File: src/rtl/cbt_pkg.sv
// Shared types and constants for the cubic Bezier tessellator.
`timescale 1ns / 1ps

package cbt_pkg;

  // Fixed-point formats.
  localparam int unsigned FRAC_BITS  = 16;
  localparam int unsigned DIV_STAGES = 4;
  localparam int unsigned DIV_STEP   = FRAC_BITS / DIV_STAGES;
  localparam int unsigned WEIGHT_W   = FRAC_BITS + 1;
  localparam int unsigned ACC_W      = 48;

  // One in Q1.16, which is the curve parameter at the final step.
  localparam logic [FRAC_BITS:0] ONE_Q16 = 17'h10000;

  // Register map: the register index is bit 2 of the byte address.
  localparam logic       REG_SEG_COUNT   = 1'b0;
  localparam logic [6:0] SEG_COUNT_RESET = 7'd16;

  typedef logic signed [31:0]   coord_t;
  typedef logic [WEIGHT_W-1:0]  weight_t;
  typedef logic [FRAC_BITS:0]   param_t;

  // Four control points of one curve.
  typedef struct packed {
    coord_t p0_x;
    coord_t p0_y;
    coord_t p0_z;
    coord_t p1_x;
    coord_t p1_y;
    coord_t p1_z;
    coord_t p2_x;
    coord_t p2_y;
    coord_t p2_z;
    coord_t p3_x;
    coord_t p3_y;
    coord_t p3_z;
  } pts_t;

  // One line segment of the tessellated curve.
  typedef struct packed {
    coord_t from_x;
    coord_t from_y;
    coord_t from_z;
    coord_t to_x;
    coord_t to_y;
    coord_t to_z;
    logic   last_segment;
  } seg_t;

  // Control that travels with each step down the pipeline.
  typedef struct packed {
    logic first;
    logic last;
    logic bank;
  } step_ctl_t;

  // Frees a control point bank once its last step has read it.
  typedef struct packed {
    logic valid;
    logic bank;
  } release_t;

endpackage

File: src/rtl/cbt_tdiv.sv
// Pipelined long divider that forms the curve parameter t = i / n in Q1.16.
`timescale 1ns / 1ps

module cbt_tdiv import cbt_pkg::*; #(
  parameter int unsigned MAX_SEGMENTS = 64,
  localparam int unsigned NW = $clog2(MAX_SEGMENTS + 1)
) (
  input  logic          clk,
  input  logic          rst,
  input  logic          en,
  input  logic          in_valid,
  input  logic [NW-1:0] i,
  input  logic [NW-1:0] n,
  input  step_ctl_t     in_ctl,
  output logic          out_valid,
  output param_t        t,
  output step_ctl_t     out_ctl
);

  logic                 sv    [DIV_STAGES+1];
  logic                 sfull [DIV_STAGES+1];
  logic [NW-1:0]        srem  [DIV_STAGES+1];
  logic [NW-1:0]        sn    [DIV_STAGES+1];
  logic [FRAC_BITS-1:0] sq    [DIV_STAGES+1];
  step_ctl_t            sctl  [DIV_STAGES+1];

  // The final step has t equal to one; every other step has i below n.
  assign sv[0]    = in_valid;
  assign sfull[0] = (i == n);
  assign srem[0]  = (i == n) ? '0 : i;
  assign sn[0]    = n;
  assign sq[0]    = '0;
  assign sctl[0]  = in_ctl;

  for (genvar s = 0; s < DIV_STAGES; s++) begin : g_stage
    logic [NW-1:0]        rem_c;
    logic [FRAC_BITS-1:0] q_c;

    // DIV_STEP restoring division steps per stage on the narrow remainder.
    always_comb begin
      logic [NW:0] trial;
      rem_c = srem[s];
      q_c   = sq[s];
      for (int k = 0; k < DIV_STEP; k++) begin
        trial = {rem_c, 1'b0};
        if (trial >= {1'b0, sn[s]}) begin
          trial = trial - {1'b0, sn[s]};
          q_c   = {q_c[FRAC_BITS-2:0], 1'b1};
        end else begin
          q_c   = {q_c[FRAC_BITS-2:0], 1'b0};
        end
        rem_c = trial[NW-1:0];
      end
    end

    always_ff @(posedge clk) begin
      if (rst) begin
        sv[s+1] <= 1'b0;
      end else if (en) begin
        sv[s+1] <= sv[s];
      end
    end

    always_ff @(posedge clk) begin
      if (en) begin
        sfull[s+1] <= sfull[s];
        srem[s+1]  <= rem_c;
        sn[s+1]    <= sn[s];
        sq[s+1]    <= q_c;
        sctl[s+1]  <= sctl[s];
      end
    end
  end

  assign out_valid = sv[DIV_STAGES];
  assign t         = sfull[DIV_STAGES] ? ONE_Q16 : {1'b0, sq[DIV_STAGES]};
  assign out_ctl   = sctl[DIV_STAGES];

endmodule

File: config.mk
export PLATFORM = sky130hd
export DESIGN_NAME = cbt_tdiv
export DESIGN_NICKNAME = d
export VERILOG_FILES = /design/src/rtl/cbt_pkg.sv /design/src/rtl/cbt_tdiv.sv
export SDC_FILE = /design/constraint.sdc
export NUM_CORES = 1
export LEC_CHECK = 0
export BUFFER_PORTS_ARGS = -buffer_cell sky130_fd_sc_hd__buf_2
export CORE_UTILIZATION = 63
export CTS_BUF_LIST = sky130_fd_sc_hd__clkbuf_16
export DETAILED_ROUTE_END_ITERATION = 7
export GPL_ROUTABILITY_DRIVEN = 1
export PLACE_DENSITY = 0.82
export SLEW_MARGIN = 20
export SYNTH_ARGS = -nofsm -noshare
export SYNTH_HDL_FRONTEND = slang
export SYNTH_SLANG_ARGS = --single-unit
export TNS_END_PERCENT = 50
File: constraint.sdc
create_clock -name clk -period 11.58 [get_ports clk]
set_input_delay 0.579 -clock clk [delete_from_list [all_inputs] [get_ports clk]]
set_output_delay 0.579 -clock clk [all_outputs]
set_load 0.1 [all_outputs]
==> results by group <==
Finish
  – Multi-input gate area: 0.00517 mm²
  – Ant diodes: 0
  – Fillcell total: 1009
  – FF/Latch Area: 0.00302 mm²
  – Layout cells sized above 1: 13.8%
  – Layout net count: 1032
  – Area Growth Syn to Fin: 7.86%

Clock network
  – PostCTS Resize Cnt: 0
  – Clk sinks: 102
  – Total CTS buffers: 9
  – Maximum root-to-sink buffer count: 2
  – CTS clk-pin slew, worst paths: 80 ps
  – Root Driver: clkbuf_16
  – CTS tree: yes
  – CTS hold repair buffers: 0
  – Postcts setup bufs: 0
  – Worst skew pair latency: 350 ps
  – H-tree depth: 3

Worst setup path
  – Critical path required time: 11680 ps
  – Crit-path max FO: 8
  – Crit path DAT: 8900 ps
  – Critical Path Source Type: input pin
  – Max incr delay on CP: 490 ps
  – CP max-delay cell: o21ai_1
  – Crit. End Element: register
  – Worst setup path class: input pin to register
  – Cell mode on critical path: ha_1
  – R2R setup slack: 2790 ps

Yosys
  – Yosys warnings: 0
  – Synthesized cell area: 0.00855 mm²
  – Post-synth EDFFs: 98
  – Syn Inst Count: 870
  – Synthesized net count: 994
  – Synthesized area per cell: 9.82 µm²
  – Register area share after synthesis: 35.4%
  – #FFs+latches synth: 102
  – Post-synth cell types: 77
  – Most used DFF post-synth: edfxtp_1
  – Async S/R FF share, synth: 0%

Detailed routing
  – DRT Wirelength: 18300 µm
  – DRT iter0 DRCs: 496
  – Routed Antenna Nets: 0
  – Vias per cell: 6.10
  – 1st-pass router iterations: 5
  – DR WL/cell: 16.8 µm
  – Routed via count: 6639
  – DRC Markers: 0

STA
  – Final setup violation count: 0
  – Fin crit period: 8800 ps
  – Final worst slack: 2780 ps
  – Setup total negative slack: 0 ps
  – RSZ-0062 raised after global routing: no
  – Slew margin rel.: 39.2%
  – Pins Over Slew Limit: 0
  – Worst-margin pin slew: 912 ps
  – Clock Skew: 10.9 ps
  – Fin crit share: 76.0%
  – Fmax: 114 MHz
  – Final Hold Viols: 0

Placement
  – Hpwl dp: 13900 µm
  – PortBufs: 41
  – Routability Congestion: 0.887
  – Pre-CTS setup slack: 2490 ps

Die
  – Initial core utilization: 64.5%
  – Die width: 118 µm
  – Top Ports: 42
  – Die Span Y: 118 µm
  – Placement row count: 42
  – Core area: 0.0132 mm²
  – Die area: 0.0140 mm²

Hold path
  – Worst min path class: input pin to register

GRT
  – Overall global routing resource usage: 27.4%
  – First-pass GRT wire length: 30600 µm
  – Antenna violations before repair: 0
  – Grt total ovfl: 0
  – Largest net degree at the start of global routing: 65
  – Vias in the first global route: 6374

Run status
  – Status: complete, no violations

Flow run
  – Number of max-cap violations: 0
-- registers in the layout (all words and copies together), names as in the netlist --
register,flops
sctl,9
sv,3
sq,40
out_valid,1
out_ctl,3
sn,21
sfull,4
srem,21
-- worst paths after layout --
| path | startpoint | cells past startpoint | to |
|---|---|---|---|
| worst max register to register | sn[14]$_DFFE_PP_ | 30 | srem[9]$_DFFE_PP_ |
| worst min-delay path | in_ctl[2] | 1 | sctl[11]$_DFFE_PP_ |
| worst max-delay path | i[4] | 36 | srem[22]$_DFFE_PP_ |
| worst min register to register | sctl[7]$_DFFE_PP_ | 0 | sctl[4]$_DFFE_PP_ |
-- per-stage QoR --
stage / hold WS [ps] / util [%] / cell area [µm²] / cells
after global placement: 401 / 67.2 / 8900 / 1073
after floorplan: 400 / - / 8550 / 870
after global routing: 382 / 69.6 / 9220 / 1089
after CTS: 385 / 69.6 / 9220 / 1089
final: 402 / 69.6 / 9220 / 1089
after detailed placement: 405 / 67.2 / 8900 / 1073
-- cell families after synthesis --
group	count (synthesis)	synth area share, %
muxes	38	4.93
xor gates and xnor gates	61	6.25
AOI/OAI and AO/OA	245	20.1
buffers and inverters	87	4.14
adders and majority gates	103	15.4
and+or+nand+nor	234	13.8
DFF	102	35.4
-- cell usage after synthesis, types with 8 or more instances --
cell type	n	area, µm²
ha_1	99	1240
edfxtp_1	98	2940
nor2_1	74	278
inv_1	67	251
a21oi_1	55	275
nand2_1	48	180
o21ai_0	46	230
a21o_1	41	308
xnor2_1	41	359
nor2b_1	30	188
mux2_2	28	315
xor2_1	20	175
o21a_1	16	120
nor3_1	15	75.1
nand2b_1	12	75.1
o21bai_1	11	82.6
and2_1	9	56.3
clkbuf_1	9	33.8
mux2i_1	8	80.1
-- critical path, delay by kind of cell --
| kind | cells | cell delay (ps) |
|---|---|---|
| AOI/OAI and AO/OA | 14 | 3370 |
| and+or+nand+nor | 9 | 1570 |
| muxes | 4 | 1460 |
| adders and majority gates | 5 | 1420 |
| buffers and inverters | 3 | 340 |
| xor gates and xnor gates | 1 | 180 |
-- cell type report --
cell class                      count  area share (%)
Multi-Input combinational cell    681            56.1
Clock buffer                        9            2.44
Timing Repair Buffer               43            2.42
Inverter                           71            2.89
Tap cell                          176            2.39
Sequential cell                   102            32.8
Clock inverter                      7           0.991
-- placed cells by master (no fill, tap or decap), types with 5 or more instances in the layout --
cell type / instances
ha_1: 99
edfxtp_1: 98
nor2_1: 74
inv_1: 67
a21oi_1: 55
nand2_1: 48
o21ai_0: 45
xnor2_1: 41
a21o_1: 41
buf_2: 40
nor2b_1: 30
mux2_2: 28
xor2_1: 20
o21a_1: 16
nor3_1: 15
nand2b_1: 12
o21bai_1: 11
and2_1: 9
clkbuf_16: 9
mux2i_1: 8
or2_2: 7
o211ai_1: 7
or3_1: 7
a211oi_1: 7
and3_1: 6
a31oi_1: 5
nand4_1: 5
and2_2: 5
nand3_1: 5
o221ai_1: 5
-- metal layers --
layer  wire [µm]  vias up  track usage, %
met4         484        0            10.3
met2        8970      181            47.0
met3         770       37            4.39
met5           0        -               0
li1            -     3271               -
met1        8030     3150            34.7
Power is not shown: default switching activity piles up to over one toggle a cycle in this logic, so the estimate is an artifact.
