--- src/rtl/cbt_pkg.sv ---
// Shared types and constants for the cubic Bezier tessellator.
`timescale 1ns / 1ps

package cbt_pkg;

  // Fixed-point formats.
  localparam int unsigned FRAC_BITS  = 16;
  localparam int unsigned DIV_STAGES = 4;
  localparam int unsigned DIV_STEP   = FRAC_BITS / DIV_STAGES;
  localparam int unsigned WEIGHT_W   = FRAC_BITS + 1;
  localparam int unsigned ACC_W      = 48;

  // One in Q1.16, which is the curve parameter at the final step.
  localparam logic [FRAC_BITS:0] ONE_Q16 = 17'h10000;

  // Register map: the register index is bit 2 of the byte address.
  localparam logic       REG_SEG_COUNT   = 1'b0;
  localparam logic [6:0] SEG_COUNT_RESET = 7'd16;

  typedef logic signed [31:0]   coord_t;
  typedef logic [WEIGHT_W-1:0]  weight_t;
  typedef logic [FRAC_BITS:0]   param_t;

  // Four control points of one curve.
  typedef struct packed {
    coord_t p0_x;
    coord_t p0_y;
    coord_t p0_z;
    coord_t p1_x;
    coord_t p1_y;
    coord_t p1_z;
    coord_t p2_x;
    coord_t p2_y;
    coord_t p2_z;
    coord_t p3_x;
    coord_t p3_y;
    coord_t p3_z;
  } pts_t;

  // One line segment of the tessellated curve.
  typedef struct packed {
    coord_t from_x;
    coord_t from_y;
    coord_t from_z;
    coord_t to_x;
    coord_t to_y;
    coord_t to_z;
    logic   last_segment;
  } seg_t;

  // Control that travels with each step down the pipeline.
  typedef struct packed {
    logic first;
    logic last;
    logic bank;
  } step_ctl_t;

  // Frees a control point bank once its last step has read it.
  typedef struct packed {
    logic valid;
    logic bank;
  } release_t;

endpackage

--- src/rtl/cbt_seq.sv ---
// Control point banks and the step sequencer that issues one step per cycle while en is high.
`timescale 1ns / 1ps

module cbt_seq import cbt_pkg::*; #(
  parameter int unsigned MAX_SEGMENTS = 64,
  localparam int unsigned NW = $clog2(MAX_SEGMENTS + 1)
) (
  input  logic          clk,
  input  logic          rst,
  input  logic          en,
  input  logic [6:0]    seg_count,
  input  logic          pts_valid,
  input  pts_t          pts_in,
  output logic          pts_stall,
  input  release_t      rel,
  input  logic          rd_bank,
  output pts_t          rd_pts,
  output logic          iss_valid,
  output logic [NW-1:0] iss_i,
  output logic [NW-1:0] iss_n,
  output step_ctl_t     iss_ctl
);

  pts_t          bank [2];
  logic [NW-1:0] bank_n [2];
  logic [1:0]    pend;
  logic [1:0]    busy;
  logic          load_sel;
  logic          issue_sel;
  logic [NW-1:0] cnt;
  logic [NW-1:0] n_eff;
  logic          accept;
  logic          load;
  logic          issue_last;

  // Segment count saturates at the largest supported value.
  assign n_eff = (seg_count > 7'(MAX_SEGMENTS)) ? NW'(MAX_SEGMENTS) : seg_count[NW-1:0];

  // An item is taken whenever the bank it would land in is free.
  assign pts_stall  = busy[load_sel];
  assign accept     = pts_valid && !busy[load_sel];
  assign load       = accept && (n_eff != '0);
  assign issue_last = (cnt == bank_n[issue_sel]);
  assign rd_pts     = bank[rd_bank];

  // Bank contents; a curve with no segments is dropped.
  always_ff @(posedge clk) begin
    if (load) begin
      bank[load_sel]   <= pts_in;
      bank_n[load_sel] <= n_eff;
    end
  end

  // Bank occupancy and the step counter.
  always_ff @(posedge clk) begin
    if (rst) begin
      pend      <= '0;
      busy      <= '0;
      load_sel  <= 1'b0;
      issue_sel <= 1'b0;
      cnt       <= NW'(1);
      iss_valid <= 1'b0;
    end else begin
      if (rel.valid) begin
        busy[rel.bank] <= 1'b0;
      end
      if (load) begin
        busy[load_sel] <= 1'b1;
        pend[load_sel] <= 1'b1;
        load_sel       <= !load_sel;
      end
      if (en) begin
        iss_valid <= pend[issue_sel];
        if (pend[issue_sel]) begin
          if (issue_last) begin
            pend[issue_sel] <= 1'b0;
            issue_sel       <= !issue_sel;
            cnt             <= NW'(1);
          end else begin
            cnt <= NW'(cnt + 1'b1);
          end
        end
      end
    end
  end

  // Step payload for the parameter divider.
  always_ff @(posedge clk) begin
    if (en && pend[issue_sel]) begin
      iss_i         <= cnt;
      iss_n         <= bank_n[issue_sel];
      iss_ctl.first <= (cnt == NW'(1));
      iss_ctl.last  <= issue_last;
      iss_ctl.bank  <= issue_sel;
    end
  end

endmodule

--- config.mk ---
export PLATFORM = sky130hd
export DESIGN_NAME = cbt_seq
export DESIGN_NICKNAME = d
export VERILOG_FILES = /design/src/rtl/cbt_pkg.sv /design/src/rtl/cbt_seq.sv
export SDC_FILE = /design/constraint.sdc
export NUM_CORES = 1
export LEC_CHECK = 0
export ABC_CLOCK_PERIOD_IN_PS = 79100
export BUFFER_PORTS_ARGS = -buffer_cell sky130_fd_sc_hd__clkbuf_2
export CORE_AREA = 2 2 316 318
export CTS_BUF_LIST = sky130_fd_sc_hd__clkbuf_2
export DETAILED_ROUTE_END_ITERATION = 16
export DIE_AREA = 0 0 318 320
export GPL_ROUTABILITY_DRIVEN = 0
export PLACE_DENSITY_LB_ADDON = 0.2
export SYNTH_ARGS = -nofsm -noshare
export SYNTH_HDL_FRONTEND = slang
export SYNTH_SLANG_ARGS = --single-unit
export TNS_END_PERCENT = 20
--- constraint.sdc ---
create_clock -name clk -period 79.1 [get_ports clk]
set_input_delay 15.82 -clock clk [delete_from_list [all_inputs] [get_ports clk]]
set_output_delay 15.82 -clock clk [all_outputs]
set_load 0.05 [all_outputs]
==> flow_summary.yaml, run 1 <==
sta:
  layout_min_cycle_time_ns: 34.70
  fin_crit_sh_pct: 43.87
  max_slew_margin_pct: 22.85
  rsz0062_at_grt: "no"
  hold_violations: 0
  fmax_ghz: 0.02882
  finalClockSkew_ns: 0.07401
  tightest_slew_ns: 1.157
  tns_ns: 0
  maxSlewViolCount: 0
  setup_viol: 0
cts:
  clk_latency_ns: 1.39
  path_clk_slew_ns: 0.10
  clockRootBuffer: "clkbuf_2"
  post_cts_buffers: 0
  cts_tree: "done"
  cts_made_buffers: 203
  cts_resized: 0
  clockBufferDepth: 3
  hold_buffers: 0
  cts.sinks: 814
  h-tree-depth: 4
pwr:
  finalPower_mw: 0.9024
  ir_worst_vdd_mv: 0.01224
  p_per_area_nw_per_um2: 24.50
  p_leak_nw: 14.06
die:
  die_h_um: 320
  coreArea_um2: 97990
  die-area_um2: 101800
  start_util_pct: 30.09
  io_pins: 801
  die_w_um: 318
  num_rows: 115
synthesis:
  synth_cell_types: 39
  synth-compound-area-share_pct: 0.6704
  syn_area_um2: 29490
  syn-num-nets: 1743
  synthSimpleGateAreaFrac_pct: 0.8783
  synthMuxAreaShare_pct: 15.01
  synthArstFlopShare_pct: 0
  yosysSeqAreaShare_pct: 82.39
  synth-xor-area-share_pct: 0.2334
  ys_warn_count: 0
  synthAdderAreaFrac_pct: 0.08486
  synthFlopType: "edfxtp_1"
  syn_avg_cell_area_um2: 21.96
  synth_edf_count: 799
  synthCells: 1343
  yosys_register_bits: 814
  synth_top_family_by_area: "multiplexers"
global_route:
  grt_pass1_wl_mm: 108.8
  grt_use_total_pct: 14.38
  grt_pass1_vias: 17720
  grt.overflow.total: 0
  grt_max_degree: 158
  antenna_found_initial: 26
cells_and_area:
  syn2layout_area_growth_pct: 24.89
  final_nets: 2714
  layout_commonest_cell: "clkbuf_2"
  layout-drive-gt1-share_pct: 62.08
  mostFrequentLayoutCells: "clkbuf_2 (1092), edfxtp_1 (799), mux2_2 (389), clkinv_1 (37), dfxtp_1 (15)"
critical_path:
  worstSetupStartpointType: "input port"
  critPathArrivalTime_ns: 18.88
  cp-end-kind: "output pin"
  crit_fanout: 95
  path_class: "in2out"
  critPathRequiredTime_ns: 63.28
status:
  outcome: "finished, final reports clean"
detailed_routing:
  routed_via_density: 4.334
  drt_iter0_markers: 767
  wl_per_cell_um: 19.94
  drt_wl_total_mm: 74.83
  antenna_left: 0
  drt_pass1_iterations: 6
  drc: 0
  route.vias.total: 16260
placed_design:
  dpl.hpwl_mm: 52.55
  io_buffers: 800
worst_hold_path:
  hold_path_class: "reg2reg"
flow_run:
  cap_violations: 0
-- worst max-delay path, stage by stage --
cell      delay, ns
buf_8          0.54
buf_4          0.87
buf_4          0.83
mux2_2         0.42
clkbuf_2       0.24
-- power by group --
group / switching, mW / total, mW / internal, mW / leakage (nW)
clock: 0.162 / 0.267 / 0.105 / 1.33
combinational: 0.0943 / 0.127 / 0.0327 / 5.17
sequential: 0.00575 / 0.508 / 0.503 / 7.56
-- metrics by stage --
stage               util, %  cells  hold WS [ns]  setup WS, ns  area, µm²
floorplan                 -   1343        0.4064         33.18      29490
global placement      35.78   3396        0.4664         44.41      35060
detailed placement    35.78   3396        0.4731         44.32      35060
CTS                   37.54   3737        0.4898         44.33      36790
global route          37.58   3750        0.5333         44.18      36820
finish                37.58   3752        0.4921         44.40      36830
-- synthesized netlist by cell type, types with 2 or more instances --
cell	instances	share of area, %
a21oi_1	10	0.17
and2_1	2	0.042
a311oi_1	3	0.089
nor2b_1	9	0.19
or3_1	3	0.064
dfxtp_1	15	1.0
o21ai_0	5	0.085
clkbuf_1	47	0.60
ha_1	2	0.085
nand3_1	3	0.051
nor3b_1	2	0.051
mux2_4	3	0.15
a22o_2	2	0.068
nor3_1	2	0.034
a31o_1	2	0.059
edfxtp_1	799	81
nor2_1	5	0.064
inv_1	6	0.076
mux2_2	389	15
nand2_1	10	0.13
xor2_1	5	0.15
or4_1	2	0.051
-- cell families after synthesis --
group	Yosys count
AO/OA/AOI/OAI	29
XOR/XNOR	7
adder cells (fa/ha/maj)	2
buffers and inverters	55
flip-flops	814
multiplexers	392
AND/OR/NAND/NOR	44
-- routing by layer --
metal / vias up / routed length, µm / track usage, %
met5: - / 164 / 0
met4: 24 / 2343 / 7.164
met3: 175 / 8371 / 8.156
met2: 686 / 38800 / 24.81
met1: 7945 / 25150 / 13.66
li1: 7431 / - / -
-- sequential cells by signal, summed over array words and instances (netlist names), named ones only --
register	flops
iss_i	7
busy	2
iss_ctl	3
load_sel	1
cnt	7
pend	2
bank	768
iss_valid	1
iss_n	7
issue_sel	1
bank_n	14
-- worst paths after layout --
path / start / end / slack, ns / depth (start not counted)
worst max-delay path: rd_bank / rd_pts[36] / 44.40 / 5
worst min-delay path: iss_valid / iss_valid / 0.49 / 2
worst max register to register: load_sel / bank[0][278] / 74.91 / 5
worst min register to register: iss_valid / iss_valid / 0.49 / 2
-- final cells by class --
cell class,count,area [µm²]
Tap cell,1287,1610
Clock inverter,48,259.0
Multi-Input combinational cell,474,4986
Timing Repair Buffer,815,4151
Fill cell,9373,61160
Inverter,6,22.52
Antenna cell,15,37.54
Sequential cell,814,24290
Clock buffer,293,1466
Power figures use the tool's default switching activity.
==> inputs of run 2 (changes only) <==
ABC_CLOCK_PERIOD_IN_PS = 31800   (was 79100)
CORE_AREA = 2 2 314 316   (was 2 2 316 318)
DIE_AREA = 0 0 316 318   (was 0 0 318 320)
clock period = 31.8 ns   (was 79.1 ns; I/O delays follow)
==> flow_summary.yaml, run 2 (synthesis results as in run 1) <==
sta:
  maxSlewViolCount: 0
  setup_viol: 0
  tightest_slew_ns: 1.157
  rsz0062_at_grt: "no"
  finalClockSkew_ns: 0.1233
  layout_min_cycle_time_ns: 15.88
  fmax_ghz: 0.06299
  fin_crit_sh_pct: 49.93
  max_slew_margin_pct: 22.85
  hold_violations: 0
cts:
  cts_made_buffers: 201
  cts.sinks: 814
  clockRootBuffer: "clkbuf_2"
  clk_latency_ns: 1.46
  path_clk_slew_ns: 0.08
  hold_buffers: 0
  cts_tree: "done"
  h-tree-depth: 4
  clockBufferDepth: 3
  cts_resized: 0
  post_cts_buffers: 0
detailed_routing:
  wl_per_cell_um: 20.18
  routed_via_density: 4.352
  drt_iter0_markers: 751
  drt_pass1_iterations: 6
  route.vias.total: 16330
  drt_wl_total_mm: 75.72
  drc: 0
  antenna_left: 0
placed_design:
  placed_cells: 3393
  dpl.hpwl_mm: 53.35
  io_buffers: 800
pwr:
  p_sw_share_pct: 28.86
  p_leak_nw: 14.10
  power_switching_mw: 0.6518
  clockPowerShare_pct: 30.0
  combPwrFrac_pct: 13.9
  finalPower_mw: 2.258
  sequentialPowerShare_pct: 56.1
  p_per_area_nw_per_um2: 61.25
  ir_worst_vdd_mv: 0.02804
  p_int_mw: 1.607
cells_and_area:
  num-fill-cells: 9272
  final_util_pct: 37.85
  regMostFlops: "bank"
  seqCellArea_um2: 24290
  final_nets: 2709
  largestRegisters: "bank x768, bank_n x14"
  syn2layout_area_growth_pct: 25.03
  largest_register_ffs: 768
  layout-drive-gt1-share_pct: 62.43
  layout_commonest_cell: "clkbuf_2"
  mostFrequentLayoutCells: "clkbuf_2 (1100), edfxtp_1 (799), mux2_2 (389), clkinv_1 (28), dfxtp_1 (15)"
  instances_no_fill: 3752
  multi_input_area_um2: 4992
flow_run:
  cap_violations: 0
die:
  start_util_pct: 30.27
  die-area_um2: 100500
  die_h_um: 318
  io_pins: 801
  num_rows: 115
  die_w_um: 316
  coreArea_um2: 97410
global_route:
  grt_use_total_pct: 14.59
  antenna_found_initial: 28
  grt_pass1_wl_mm: 108.2
  grt_max_degree: 171
  grt.overflow.total: 0
  grt_pass1_vias: 17750
critical_path:
  worstSetupStartpointType: "input port"
  critPathArrivalTime_ns: 9.52
  crit_fanout: 108
  cp-end-kind: "output pin"
  critPathRequiredTime_ns: 25.44
  path_class: "in2out"
status:
  outcome: "finished, final reports clean"
worst_hold_path:
  hold_path_class: "reg2reg"
-- run 2: changes by cell type in the layout (fill, tap and decap cells not counted), sizes merged --
cell / before / now
buf: 16 / 13
clkbuf: 1092 / 1100
clkinvlp: 2 / 1
clkinv: 41 / 34
bufinv: 2 / 3
diode: 15 / 16
inv: 9 / 10
-- run 2: area by class of cell --
class	count	area share [%]
clock inverters	42	0.7093
repair buffers	812	11.23
well taps	1287	4.368
multi-input cells	474	13.54
clock buffers	301	4.086
inverters	6	0.06109
diodes	16	0.1086
flip-flops and latches	814	65.89
-- run 2: worst paths after layout --
path / endpoint / slack (ns) / depth (start not counted) / from
worst max register to register: bank[1][338] / 28.37 / 3 / busy[1]
worst min register to register: iss_valid / 0.51 / 2 / iss_valid
worst min-delay path: iss_valid / 0.51 / 2 / iss_valid
worst max-delay path: rd_pts[120] / 15.92 / 5 / rd_bank
-- run 2: power groups by stage --
stage	Clock, mW	Sequential (mW)	Combinational, mW
after floorplan	0	1.34	0.220
after global placement	0	1.29	0.316
after detailed placement	0	1.29	0.319
after CTS	0.713	1.27	0.320
after global routing	0.765	1.27	0.332
final	0.677	1.27	0.315
-- run 2: per-layer routing --
layer	up-vias	routed length [µm]	track usage (%)
met5	-	165	0
met4	26	2215	6.488
met3	161	9059	8.445
met2	703	39750	26.04
met1	8018	24530	13.13
li1	7420	-	-
-- run 2: worst max-delay path, cell delays in order --
cell	delay, ns
buf_8	0.54
buf_4	0.80
buf_4	0.88
mux2_2	0.43
clkbuf_2	0.24
-- run 2: per-stage QoR --
stage               cell area [µm²]  setup WS (ns)  setup TNS (ns)  hold WS (ns)
global placement              35060          16.01               0        0.4706
floorplan                     29490         -3.033        -1079.85        0.4064
global route                  36860          15.67               0        0.5457
detailed placement            35060          15.88               0        0.5074
finish                        36870          15.92               0        0.5116
CTS                           36830          15.87               0        0.5202
